--- config.mk ---
export PLATFORM = sky130hd
export DESIGN_NAME = button_click_event_classifier
export DESIGN_NICKNAME = d
export VERILOG_FILES = /design/src/sv/bcec_pkg.sv /design/src/sv/bcec_core.sv /design/src/sv/button_click_event_classifier.sv
export SDC_FILE = /design/constraint.sdc
export NUM_CORES = 1
export LEC_CHECK = 0
export ABC_AREA = 0
export BUFFER_PORTS_ARGS = -buffer_cell sky130_fd_sc_hd__buf_4
export CORE_MARGIN = 2
export CORE_UTILIZATION = 40
export CTS_BUF_LIST = sky130_fd_sc_hd__clkbuf_8
export DETAILED_ROUTE_END_ITERATION = 12
export PLACE_DENSITY = 0.57
export SLEW_MARGIN = 20
export SYNTH_ARGS = -nofsm -noshare
export SYNTH_HDL_FRONTEND = slang
export SYNTH_SLANG_ARGS = --single-unit
--- constraint.sdc ---
create_clock -name i_clk -period 5.5 [get_ports i_clk]
set_input_delay 0.825 -clock i_clk [delete_from_list [all_inputs] [get_ports i_clk]]
set_output_delay 0.825 -clock i_clk [all_outputs]
set_load 0.02 [all_outputs]
--- src/sv/bcec_pkg.sv ---
`default_nettype none
// ----------------------------------------------------------------------------
// bcec_pkg
// Shared types and constants for the button click event classifier.
// ----------------------------------------------------------------------------
package bcec_pkg;

    localparam int TIME_WIDTH_DEF = 32;
    localparam int NOW_WIDTH      = 32;
    localparam int CFG_WIDTH      = 16;
    localparam int CFG_IDX_WIDTH  = 2;

    localparam logic [CFG_WIDTH-1:0] DEBOUNCE_RST = 16'd50;
    localparam logic [CFG_WIDTH-1:0] LONG_RST     = 16'd1000;
    localparam logic [CFG_WIDTH-1:0] WINDOW_RST   = 16'd300;

    typedef enum logic [CFG_IDX_WIDTH-1:0] {
        CFG_DEBOUNCE = 2'd0,
        CFG_LONG     = 2'd1,
        CFG_WINDOW   = 2'd2
    } t_cfg_idx;

    typedef enum logic [2:0] {
        EV_NONE   = 3'd0,
        EV_SINGLE = 3'd1,
        EV_DOUBLE = 3'd2,
        EV_LONG   = 3'd3,
        EV_TWO    = 3'd4,
        EV_THREE  = 3'd5,
        EV_FOUR   = 3'd6
    } t_event;

    typedef enum logic [3:0] {
        PH_IDLE   = 4'b0001,
        PH_FIRST  = 4'b0010,
        PH_WAIT   = 4'b0100,
        PH_SECOND = 4'b1000
    } t_phase;

    typedef struct packed {
        logic [CFG_WIDTH-1:0] min_press;
        logic [CFG_WIDTH-1:0] long_press;
        logic [CFG_WIDTH-1:0] window_ms;
    } t_cfg;

    typedef struct packed {
        logic one;
        logic two;
        logic three;
        logic four;
    } t_levels;

endpackage
`default_nettype wire

--- src/sv/bcec_core.sv ---
`default_nettype none
// ----------------------------------------------------------------------------
// bcec_core
// Classifier state and next-event logic for one poll per step.
// ----------------------------------------------------------------------------
module bcec_core
    import bcec_pkg::*;
#(
    parameter int TIME_WIDTH = TIME_WIDTH_DEF
) (
    input  wire logic                  i_clk,
    input  wire logic                  i_rst_n,
    input  wire logic                  i_step,
    input  wire logic [TIME_WIDTH-1:0] i_now,
    input  wire t_levels               i_levels,
    input  wire t_cfg                  i_cfg,
    output t_event                     o_event
);

    t_phase                r_phase,       n_phase;
    logic [TIME_WIDTH-1:0] r_press_start, n_press_start;
    logic [TIME_WIDTH-1:0] r_release,     n_release;
    logic                  r_prev_two,    n_prev_two;
    logic                  r_prev_three,  n_prev_three;
    logic                  r_prev_four,   n_prev_four;

    logic [TIME_WIDTH-1:0] press_dur;
    logic [TIME_WIDTH-1:0] since_release;
    logic [TIME_WIDTH-1:0] debounce_ext;
    logic [TIME_WIDTH-1:0] long_ext;
    logic [TIME_WIDTH-1:0] window_ext;
    t_event                ev_one;
    t_event                ev;

    // differences wrap modulo 2^TIME_WIDTH
    assign press_dur     = i_now - r_press_start;
    assign since_release = i_now - r_release;
    assign debounce_ext  = TIME_WIDTH'(i_cfg.min_press);
    assign long_ext      = TIME_WIDTH'(i_cfg.long_press);
    assign window_ext    = TIME_WIDTH'(i_cfg.window_ms);

    always_comb begin
        n_phase       = r_phase;
        n_press_start = r_press_start;
        n_release     = r_release;
        ev_one        = EV_NONE;
        case (r_phase)
            PH_IDLE: begin
                if (!i_levels.one) begin
                    n_press_start = i_now;
                    n_phase       = PH_FIRST;
                end
            end
            PH_FIRST: begin
                if (i_levels.one) begin
                    // long test wins over debounce
                    if (press_dur >= long_ext) begin
                        n_phase = PH_IDLE;
                        ev_one  = EV_LONG;
                    end else if (press_dur >= debounce_ext) begin
                        n_release = i_now;
                        n_phase   = PH_WAIT;
                    end else begin
                        n_phase = PH_IDLE;
                    end
                end
            end
            PH_WAIT: begin
                if (!i_levels.one) begin
                    n_press_start = i_now;
                    n_phase       = PH_SECOND;
                end else if (since_release >= window_ext) begin
                    n_phase = PH_IDLE;
                    ev_one  = EV_SINGLE;
                end
            end
            PH_SECOND: begin
                if (i_levels.one) begin
                    n_phase = PH_IDLE;
                    if (press_dur >= debounce_ext) begin
                        ev_one = EV_DOUBLE;
                    end
                end
            end
            default: begin
                n_phase = PH_IDLE;
            end
        endcase
    end

    // edges on buttons two to four; a reported edge skips the later buttons
    always_comb begin
        n_prev_two   = r_prev_two;
        n_prev_three = r_prev_three;
        n_prev_four  = r_prev_four;
        ev           = ev_one;
        if (ev_one == EV_NONE) begin
            n_prev_two = i_levels.two;
            if (!i_levels.two && r_prev_two) begin
                ev = EV_TWO;
            end else begin
                n_prev_three = i_levels.three;
                if (!i_levels.three && r_prev_three) begin
                    ev = EV_THREE;
                end else begin
                    n_prev_four = i_levels.four;
                    if (!i_levels.four && r_prev_four) begin
                        ev = EV_FOUR;
                    end
                end
            end
        end
    end

    assign o_event = ev;

    always_ff @(posedge i_clk) begin
        if (!i_rst_n) begin
            r_phase       <= PH_IDLE;
            r_press_start <= '0;
            r_release     <= '0;
            r_prev_two    <= 1'b1;
            r_prev_three  <= 1'b1;
            r_prev_four   <= 1'b1;
        end else if (i_step) begin
            r_phase       <= n_phase;
            r_press_start <= n_press_start;
            r_release     <= n_release;
            r_prev_two    <= n_prev_two;
            r_prev_three  <= n_prev_three;
            r_prev_four   <= n_prev_four;
        end
    end

endmodule
`default_nettype wire

--- src/sv/button_click_event_classifier.sv ---
`default_nettype none
// ----------------------------------------------------------------------------
// button_click_event_classifier
// Per-poll single/double/long click detector plus edge presses on buttons two to four.
// ----------------------------------------------------------------------------
// Each accepted word is one poll (timestamp plus four active-low levels) and
// yields exactly one event code word. A new poll can be accepted every clock
// while o_in_stall is low; the accepting edge loads the input register, and
// the classifier update moves into the output register when the output side
// advances. The output register decouples the sides, so input is
// stalled only while both registers hold a word and the output side is
// stalled. Timestamps are kept modulo 2^TIME_WIDTH. Write configuration only
// while no poll is in flight.
// ----------------------------------------------------------------------------
module button_click_event_classifier
    import bcec_pkg::*;
#(
    parameter int TIME_WIDTH = TIME_WIDTH_DEF
) (
    input  wire logic                     i_clk,
    input  wire logic                     i_rst_n,
    input  wire logic                     i_in_valid,
    output logic                          o_in_stall,
    input  wire logic [NOW_WIDTH-1:0]     i_now_ms,
    input  wire logic                     i_level_one,
    input  wire logic                     i_level_two,
    input  wire logic                     i_level_three,
    input  wire logic                     i_level_four,
    output logic                          o_out_valid,
    input  wire logic                     i_out_stall,
    output logic [2:0]                    o_event_code,
    input  wire logic                     i_cfg_we,
    input  wire logic [CFG_IDX_WIDTH-1:0] i_cfg_index,
    input  wire logic [CFG_WIDTH-1:0]     i_cfg_data
);

    t_cfg                  r_cfg;
    logic                  r_in_valid;
    logic [TIME_WIDTH-1:0] r_now;
    t_levels               r_levels;
    logic                  r_out_valid;
    logic [2:0]            r_event;

    logic                  advance;
    logic                  step;
    logic [TIME_WIDTH-1:0] now_trim;
    t_event                core_event;

    generate
        if (TIME_WIDTH >= NOW_WIDTH) begin : g_now_ext
            assign now_trim = TIME_WIDTH'(i_now_ms);
        end else begin : g_now_cut
            assign now_trim = i_now_ms[TIME_WIDTH-1:0];
        end
    endgenerate

    assign advance    = !r_out_valid || !i_out_stall;
    assign step       = r_in_valid && advance;
    assign o_in_stall = r_in_valid && !advance;

    always_ff @(posedge i_clk) begin
        if (!i_rst_n) begin
            r_cfg.min_press  <= DEBOUNCE_RST;
            r_cfg.long_press <= LONG_RST;
            r_cfg.window_ms  <= WINDOW_RST;
        end else if (i_cfg_we) begin
            case (i_cfg_index)
                CFG_DEBOUNCE: r_cfg.min_press  <= i_cfg_data;
                CFG_LONG:     r_cfg.long_press <= i_cfg_data;
                CFG_WINDOW:   r_cfg.window_ms  <= i_cfg_data;
                default:      ;
            endcase
        end
    end

    // input register
    always_ff @(posedge i_clk) begin
        if (!i_rst_n) begin
            r_in_valid <= 1'b0;
        end else if (!o_in_stall) begin
            r_in_valid <= i_in_valid;
        end
    end

    always_ff @(posedge i_clk) begin
        if (i_in_valid && !o_in_stall) begin
            r_now          <= now_trim;
            r_levels.one   <= i_level_one;
            r_levels.two   <= i_level_two;
            r_levels.three <= i_level_three;
            r_levels.four  <= i_level_four;
        end
    end

    bcec_core #(
        .TIME_WIDTH (TIME_WIDTH)
    ) u_core (
        .i_clk    (i_clk),
        .i_rst_n  (i_rst_n),
        .i_step   (step),
        .i_now    (r_now),
        .i_levels (r_levels),
        .i_cfg    (r_cfg),
        .o_event  (core_event)
    );

    // output register
    always_ff @(posedge i_clk) begin
        if (!i_rst_n) begin
            r_out_valid <= 1'b0;
        end else if (advance) begin
            r_out_valid <= r_in_valid;
        end
    end

    always_ff @(posedge i_clk) begin
        if (step) begin
            r_event <= core_event;
        end
    end

    assign o_out_valid  = r_out_valid;
    assign o_event_code = r_event;

endmodule
`default_nettype wire
==> results of run 1 <==
## logic make-up after synthesis
logic type / count (synthesis) / share of synthesized area, %
simple gates: 483 / 20.3
mux: 39 / 3.40
flops: 160 / 31.3
xor+xnor: 38 / 2.90
fa+ha+maj: 112 / 12.3
buf+inv: 192 / 6.75
compound gates: 387 / 23.0
## worst max-delay path by stage
stage	depth (start not counted)	endpoint	slack, ps	from
3_3_place_gp	20	o_event_code[0]$_DFFE_PP_	580	r_now[4]$_DFFE_PP_
5_1_grt	20	o_event_code[2]$_SDFFCE_PP0P_	80	r_now[4]$_DFFE_PP_
3_5_place_dp	20	o_event_code[0]$_DFFE_PP_	430	r_now[4]$_DFFE_PP_
4_1_cts	20	o_event_code[2]$_SDFFCE_PP0P_	340	r_now[4]$_DFFE_PP_
6_report	20	o_event_code[2]$_SDFFCE_PP0P_	430	r_now[4]$_DFFE_PP_
2_1_floorplan	19	o_event_code[0]$_DFFE_PP_	1070	r_now[4]$_DFFE_PP_
## worst max-delay path, stage by stage (launching register included)
cell and delay [ps]:
edfxtp_1 470, ha_1 400, a21o_1 220, a31o_2 230, o21ai_0 300, a21oi_1 150
or2_2 320, a21o_1 190, a21oi_1 170, xnor2_1 150, ha_1 270, nand2_1 70
o2111ai_1 100, nor4_1 330, o221ai_1 180, nor3_1 150, o2111ai_1 200, nor4_4 430
nand2b_2 270, o21a_1 180, o211a_1 160
## flip-flops by register name, indices dropped and copies added, names as in the netlist
| signal | cells |
|---|---|
| r_cfg | 48 |
| r_now | 32 |
| u_core.r_press_start | 32 |
| u_core.r_release | 32 |
| r_levels | 4 |
| u_core.r_phase | 4 |
| o_event_code | 3 |
| o_out_valid | 1 |
| r_in_valid | 1 |
| u_core.r_prev_four | 1 |
| u_core.r_prev_three | 1 |
| u_core.r_prev_two | 1 |
## placed cells by master (no fill, tap or decap), types with 8 or more instances in the layout
master,instances
a211oi_1,13
a21boi_0,71
a21o_1,32
a21oi_1,81
a31oi_1,13
and2_1,9
and3_1,12
buf_4,70
clkbuf_8,17
dfxtp_1,121
edfxtp_1,39
ha_1,110
inv_1,128
mux2i_1,39
nand2_1,224
nand2b_1,14
nand3_1,23
nand4_1,26
nor2_1,65
nor2b_1,42
nor3_1,17
o2111ai_1,8
o211ai_1,27
o21a_1,19
o21ai_0,47
o21ai_1,13
or3_1,9
xnor2_1,22
xor2_1,16
## stage by stage
stage / instance area (um2) / worst slack, ps / utilization (%) / cells
after global placement: 12200 / 581 / 42.9 / 1801
after detailed placement: 12200 / 426 / 42.9 / 1801
final: 12600 / 431 / 44.2 / 1833
after global routing: 12600 / 81.0 / 44.2 / 1833
after floorplan: 11500 / 1070 / - / 1411
after CTS: 12600 / 344 / 44.2 / 1833
## routing by layer
| metal | up-vias | track usage [%] | part of all wire, % |
|---|---|---|---|
| met4 | 0 | 5.79 | 1.6 |
| met2 | 181 | 34.6 | 47 |
| met1 | 4674 | 27.7 | 48 |
| li1 | 5036 | - | - |
| met3 | 30 | 3.62 | 4.0 |
| met5 | - | 0 | 0 |
## what timing repair did
action	CTS	global route
setup endpoints to repair	0	2
setup buffers	0	0
endpoints found under the hold margin	0	0
resized for setup	0	1
## area by class of cell
| cell class | instances | area (um2) |
|---|---|---|
| flip-flops and latches | 160 | 3590 |
| well taps | 384 | 480 |
| clock inverters | 15 | 135 |
| fillers | 2902 | 15900 |
| inverters | 128 | 480 |
| repair buffers | 70 | 526 |
| multi-input cells | 1059 | 7150 |
| clock buffers | 17 | 234 |
## where the power goes
| group | switching, uW | internal, uW |
|---|---|---|
| Sequential | 38.8 | 1250 |
| Combinational | 412 | 284 |
| Clock | 490 | 360 |
==> results_dict.tcl, run 1 <==
set metrics [dict create \
    synthCells 1411 \
    dieWidth_um 173 \
    drv_cap 0 \
    worstPathMaxFanout 7 \
    p_per_area_nw_per_um2 225 \
    vias 9921 \
    synth_top_area_share_pct 21.1 \
    run_status "complete, no violations" \
    finClkSkew_ps 16.4 \
    clock_path_buffers 2 \
    synth-seq-cells 160 \
    grt_use_total_pct 20.8 \
    start_util_pct 40.4 \
    setup_violations 0 \
    grt_max_degree 83 \
    routedWlPerCell_um 16.8 \
    critical_path_arrival_ps 5420 \
    max_slew_margin_pct 33.2 \
    syn_nets 1582 \
    wl_mm 30.7 \
    min_to "r_cfg[11]$_SDFFE_PN0P_" \
    row_count 62 \
    synth_cell_types 78 \
    cts_hold_buf 0 \
    design.die.area_um2 30100 \
    crit_type "reg2reg" \
    finalPower_uw 2830 \
    ant_nets 0 \
    worstRegToRegCells 20 \
    yosys_warnings 0 \
    cts_root_buffer "clkbuf_8" \
    layout.nets 1607 \
    drive_above_1_share_pct 9.11 \
    h-tree-depth 4 \
    p_leak_uw 0.00495 \
    start_kind "flip-flop" \
    slew_violations 0 \
    synth.avg_cell_area_um2 8.14 \
    ff2ff_setup_slack_ps 430 \
    synth-main-ff-cell "dfxtp_1" \
    synth_most_common_cell "nand2_1" \
    netlist_area_um2 11500 \
    dr.pass1.iters 5 \
    ys_seq_area_share_pct 31.3 \
    ys_top_cells_by_area "dfxtp_1, ha_1, edfxtp_1" \
    synth_largest_area_cell "dfxtp_1" \
    drt_iter0_markers 665 \
    clk_pin_slew_ps 90 \
    layout_min_cycle_time_ps 5070 \
    worst_setup_path_end_kind "flip-flop" \
    clock.fmax_ghz 0.197 \
    hold_ws_ps 467 \
    core_area_um2 28500 \
    hold_class "reg2reg" \
    rsz0062_at_grt "no" \
    finalHoldViolations 0 \
    synth_commonest_cells "nand2_1, inv_1, dfxtp_1" \
    fin_crit_sh_pct 92.2 \
    rr_startpoint "r_now[4]$_DFFE_PP_" \
    worstPathRequired_ps 5850 \
    synthArstFlopShare_pct 0 \
    ir_drop_v 0.000144 \
    tightest_slew_ps 976 \
    diodes 0 \
    synth_edf_count 39 \
    area_growth_pct 9.64 \
    port-buffer-count 63 \
    ios 64 \
    cts_buffers 17 \
    grt_overflow 0 \
    cts_tree "built" \
    gp_congestion 0.906 \
    hp-start "r_cfg[11]$_SDFFE_PN0P_" \
    clkLatencyLatePin_ps 500 \
    r2r_end "o_event_code[2]$_SDFFCE_PP0P_" \
    routed_via_density 5.41 \
    holdPathStages 2 \
    antenna_found_initial 0 \
    chipHeight_um 173 \
    cts.sinks 160 \
    dp_hpwl_mm 23.9 \
    first_global_vias 9649 \
    drc_errors 0 \
    fin_tns_setup_ps 0 \
    grt_pass1_wl_mm 50.1 \
]
Power figures use the tool's default switching activity.
==> inputs of run 2 (changes only) <==
- RECOVER_POWER: unset -> 100
==> run 2 against run 1 <==
The run now ends with max-capacitance violations, max-slew violations left. Core utilization decreased by 0.19 points. Via count decreased by 0.26%. Count of clock-buffer cells in the layout unchanged. Clock skew about the same. Global-route usage unchanged. Sequential share of layout area increased by 0.13 points. Critical path type unchanged. Largest cell class unchanged. Highest routed layer unchanged.
==> results_dict.tcl, run 2 (synthesis gave the netlist of run 1 again) <==
set metrics [dict create \
    slew_violations 195 \
    worstPathRequired_ps 5750 \
    ant_nets 0 \
    failed_checks "max-capacitance violations, max-slew violations" \
    post_cts_buffers 0 \
    worstPathMaxFanout 7 \
    finalHoldViolations 0 \
    row_count 62 \
    layout_min_cycle_time_ps 5090 \
    largest_register "r_cfg" \
    worst_setup_path_end_kind "flip-flop" \
    start_util_pct 40.4 \
    cts.sinks 160 \
    clkLatencyLatePin_ps 500 \
    max_slew_margin_pct -108 \
    dp_hpwl_mm 23.9 \
    rsz0062_at_grt "no" \
    h-tree-depth 4 \
    run_status "complete, but fails checks" \
    ff2ff_setup_slack_ps 410 \
    ios 64 \
    finClkSkew_ps 16.6 \
    p_per_area_nw_per_um2 226 \
    wl_mm 30.7 \
    vias 9895 \
    tightest_slew_ps 3120 \
    start_kind "flip-flop" \
    cts_buffers 17 \
    first_global_vias 9649 \
    routedWlPerCell_um 16.7 \
    drt_iter0_markers 642 \
    diodes 0 \
    drc_errors 0 \
    clock.fmax_ghz 0.196 \
    setup_violations 0 \
    clock_path_buffers 2 \
    area_growth_pct 9.16 \
    drive_above_1_share_pct 8.14 \
    chipHeight_um 173 \
    dr.pass1.iters 5 \
    clk_pin_slew_ps 90 \
    finalPower_uw 2830 \
    grt_use_total_pct 20.8 \
    grt_pass1_wl_mm 50.1 \
    design.die.area_um2 30100 \
    p_leak_uw 0.00489 \
    grt_overflow 0 \
    nFillCells 2922 \
    largest_reg_flops 48 \
    routed_via_density 5.40 \
    core_area_um2 28500 \
    cts_root_buffer "clkbuf_8" \
    layout_common_cells "nand2_1, inv_1, dfxtp_1" \
    ir_drop_v 0.000144 \
    critical_path_arrival_ps 5340 \
    antenna_found_initial 0 \
    cts_tree "built" \
    layout_commonest_cell "nand2_1" \
    crit_type "reg2reg" \
    gp_congestion 0.906 \
    fin_tns_setup_ps 0 \
    drv_cap 4 \
    port-buffer-count 63 \
    hold_class "reg2reg" \
    fin_crit_sh_pct 92.6 \
    layout.nets 1607 \
    grt_max_degree 83 \
    dieWidth_um 173 \
]
run 2: stage by stage:
| stage | area (um2) | worst slack, ps | instances | util (%) | hold WS [ps] |
|---|---|---|---|---|---|
| after floorplan | 11500 | 1070 | 1411 | - | 443 |
| after global placement | 12200 | 581 | 1801 | 42.9 | 452 |
| after detailed placement | 12200 | 426 | 1801 | 42.9 | 457 |
| after CTS | 12600 | 344 | 1833 | 44.2 | 459 |
| after global routing | 12500 | 77.4 | 1833 | 44.1 | 489 |
| final | 12500 | 410 | 1833 | 44.1 | 470 |
run 2: cell type report:
cell class              instances  area [um2]  share of cell area (%)
repair buffers                 70         474                    3.78
clock buffers                  17         234                    1.87
inverters                     128         480                    3.83
well taps                     384         480                    3.83
multi-input cells            1059        7140                    57.0
clock inverters                15         135                    1.08
flip-flops and latches        160        3590                    28.7
run 2: worst max-delay path, stage by stage, from the launching register on:
cell and delay (ps):
edfxtp_1 460, ha_1 400, a21o_1 220, a31o_2 230, o21ai_0 300, a21oi_1 150
or2_2 320, a21o_1 190, a21oi_1 170, xnor2_1 150, ha_1 270, nand2_1 70
o2111ai_1 100, nor4_1 350, o221ai_1 180, nor3_1 150, o2111ai_1 200, nor4_4 430
nand2b_2 270, o21a_1 180, nand2_1 60
run 2: routing by layer:
metal | GRT usage (%) | vias to the layer above | share of wire [%]
met2 | 34.6 | 180 | 46
met1 | 27.7 | 4649 | 48
li1 | - | 5035 | -
met5 | 0 | - | 0
met3 | 3.62 | 31 | 4.2
met4 | 5.79 | 0 | 1.6
run 2: final timing paths:
path	start	endpoint	depth (start not counted)
max	r_now[4]$_DFFE_PP_	o_event_code[0]$_DFFE_PP_	20
min	u_core.r_press_start[11]$_SDFFE_PN0P_	u_core.r_press_start[11]$_SDFFE_PN0P_	2
max reg2reg	r_now[4]$_DFFE_PP_	o_event_code[0]$_DFFE_PP_	20
min reg2reg	u_core.r_press_start[11]$_SDFFE_PN0P_	u_core.r_press_start[11]$_SDFFE_PN0P_	2
run 2: timing repair:
action | 4_1_cts | 5_1_grt
endpoints found under the setup margin | 0 | 2
gates resized for setup | 0 | 1
hold buffers | 0 | 0
run 2: power breakdown:
part	total, uW	switching [uW]	internal, uW
Clock	851	491	360
Combinational	693	411	282
Sequential	1290	39.0	1250
Total	2830	941	1890
==> inputs of run 3 (changes only) <==
- CORE_ASPECT_RATIO: unset -> 1.2
==> run 3 against run 2 <==
The flow still finishes with violations (max-capacitance violations, max-slew violations). Global-route usage rose by 0.39 points. Non-clock buffer count rose by 1. Clock power fell by 2%. First-iteration DRC count fell by 7.6%. Wire length rose by 2.7%. Sequential power barely moved. Die area barely moved. Register-to-register slack barely moved. Critical endpoint unchanged. Largest power group unchanged. Highest routed layer unchanged.
==> results_dict.tcl, run 3 (synthesis gave the netlist of run 1 again) <==
set metrics [dict create \
    crit_type "reg2reg" \
    drc_errors 0 \
    start_util_pct 40.9 \
    h-tree-depth 4 \
    slew_violations 163 \
    ir_drop_v 0.000121 \
    finalHoldViolations 0 \
    worst_setup_path_end_kind "flip-flop" \
    dieWidth_um 159 \
    largest_reg_flops 48 \
    start_kind "flip-flop" \
    grt_max_degree 77 \
    wl_mm 31.5 \
    layout_common_cells "nand2_1, inv_1, dfxtp_1" \
    clkLatencyLatePin_ps 500 \
    post_cts_buffers 0 \
    finClkSkew_ps 19.7 \
    routed_via_density 5.40 \
    failed_checks "max-capacitance violations, max-slew violations" \
    drt_iter0_markers 593 \
    fin_tns_setup_ps 0 \
    routedWlPerCell_um 17.2 \
    dr.pass1.iters 5 \
    cts_tree "built" \
    vias 9881 \
    grt_pass1_wl_mm 50.5 \
    p_leak_uw 0.00491 \
    layout_commonest_cell "nand2_1" \
    run_status "complete, but fails checks" \
    fin_util_pct 44.6 \
    drv_cap 3 \
    port-buffer-count 63 \
    nFillCells 2874 \
    layout.nets 1608 \
    grt_use_total_pct 21.2 \
    layout_min_cycle_time_ps 5100 \
    finalPower_uw 2820 \
    cts_root_buffer "clkbuf_8" \
    fin_crit_sh_pct 92.7 \
    clk_pin_slew_ps 110 \
    ant_nets 0 \
    first_global_vias 9587 \
    p_per_area_nw_per_um2 225 \
    rsz0062_at_grt "no" \
    worstPathCellList "ha_1, a21o_1, a31o_2, o21ai_0, buf_4, a21oi_1, or2_2, a21o_1, a21oi_1, xnor2_1, ha_1, nand2_1, o2111ai_1, nor4_1, o221ai_1, nor3_1, o2111ai_1, nor4_4, nand2b_2, o21a_1, nand2_1" \
    design.die.area_um2 30100 \
    row_count 67 \
    chipHeight_um 190 \
    dp_hpwl_mm 24.2 \
    max_slew_margin_pct -95.8 \
    core_area_um2 28100 \
    tightest_slew_ps 2940 \
    diodes 0 \
    gp_congestion 0.891 \
    setup_violations 0 \
    worst-path-buf-inv 1 \
    cts.sinks 160 \
    hold_ws_ps 471 \
    worstPathRequired_ps 5760 \
    clock.fmax_ghz 0.196 \
    grt_overflow 0 \
    path_delay_family "compound AO/OA/AOI/OAI gates" \
    ios 64 \
    cts_buffers 17 \
    worstPathMaxFanout 7 \
    slowest_delay_ps 450 \
    crit_slowest_cell "edfxtp_1" \
    area_growth_pct 8.96 \
    clock_path_buffers 2 \
    largest_register "r_cfg" \
    antenna_found_initial 0 \
    critical_path_arrival_ps 5350 \
    hold_class "reg2reg" \
    drive_above_1_share_pct 8.28 \
]
-- run 3: repair_timing --
item | in CTS | in global routing
endpoints found under the hold margin | 0 | 0
setup endpoints to repair | 0 | 3
resized for setup | 0 | 1
hold buffers | 0 | 0
-- run 3: worst paths after layout --
| path | cells past startpoint | to | from | slack (ps) |
|---|---|---|---|---|
| max | 21 | o_event_code[0]$_DFFE_PP_ | r_now[4]$_DFFE_PP_ | 400 |
| min reg2reg | 2 | u_core.r_press_start[14]$_SDFFE_PN0P_ | u_core.r_press_start[14]$_SDFFE_PN0P_ | 470 |
| max reg2reg | 21 | o_event_code[0]$_DFFE_PP_ | r_now[4]$_DFFE_PP_ | 400 |
| min | 2 | u_core.r_press_start[14]$_SDFFE_PN0P_ | u_core.r_press_start[14]$_SDFFE_PN0P_ | 470 |
-- run 3: final cells by class --
class | instances | area [um2] | area share, %
Timing Repair Buffer | 71 | 479 | 3.83
Multi-Input combinational cell | 1059 | 7140 | 57.0
Inverter | 128 | 480 | 3.84
Clock buffer | 17 | 234 | 1.87
Sequential cell | 160 | 3590 | 28.7
Tap cell | 379 | 474 | 3.79
Clock inverter | 15 | 120 | 0.959
-- run 3: metrics by stage --
step / cell area (um2) / cells / setup WS (ps)
4_1_cts: 12600 / 1829 / 335
2_1_floorplan: 11500 / 1411 / 1070
5_1_grt: 12500 / 1829 / 70.6
6_report: 12500 / 1829 / 404
3_3_place_gp: 12200 / 1797 / 522
3_5_place_dp: 12200 / 1797 / 391
-- run 3: power by group --
part	total, uW	internal (uW)	switching, uW
clock network	838	324	514
logic	696	280	416
registers	1290	1250	37.8
total	2820	1850	968
-- run 3: layer usage --
layer	vias to the layer above	part of all wire (%)	GRT usage, %
li1	5038	-	-
met4	0	2.1	6.92
met1	4636	47	26.9
met3	43	2.9	2.96
met5	-	0	0
met2	164	49	37.1
-- run 3: worst register-to-register path, delay by kind of cell (launching register included) --
kind,cells,cell delay (ps)
XOR/XNOR,1,150
buffers and inverters,1,180
AO/OA/AOI/OAI,10,1770
AND/OR/NAND/NOR,7,1630
flip-flops,1,450
adder cells (fa/ha/maj),2,670
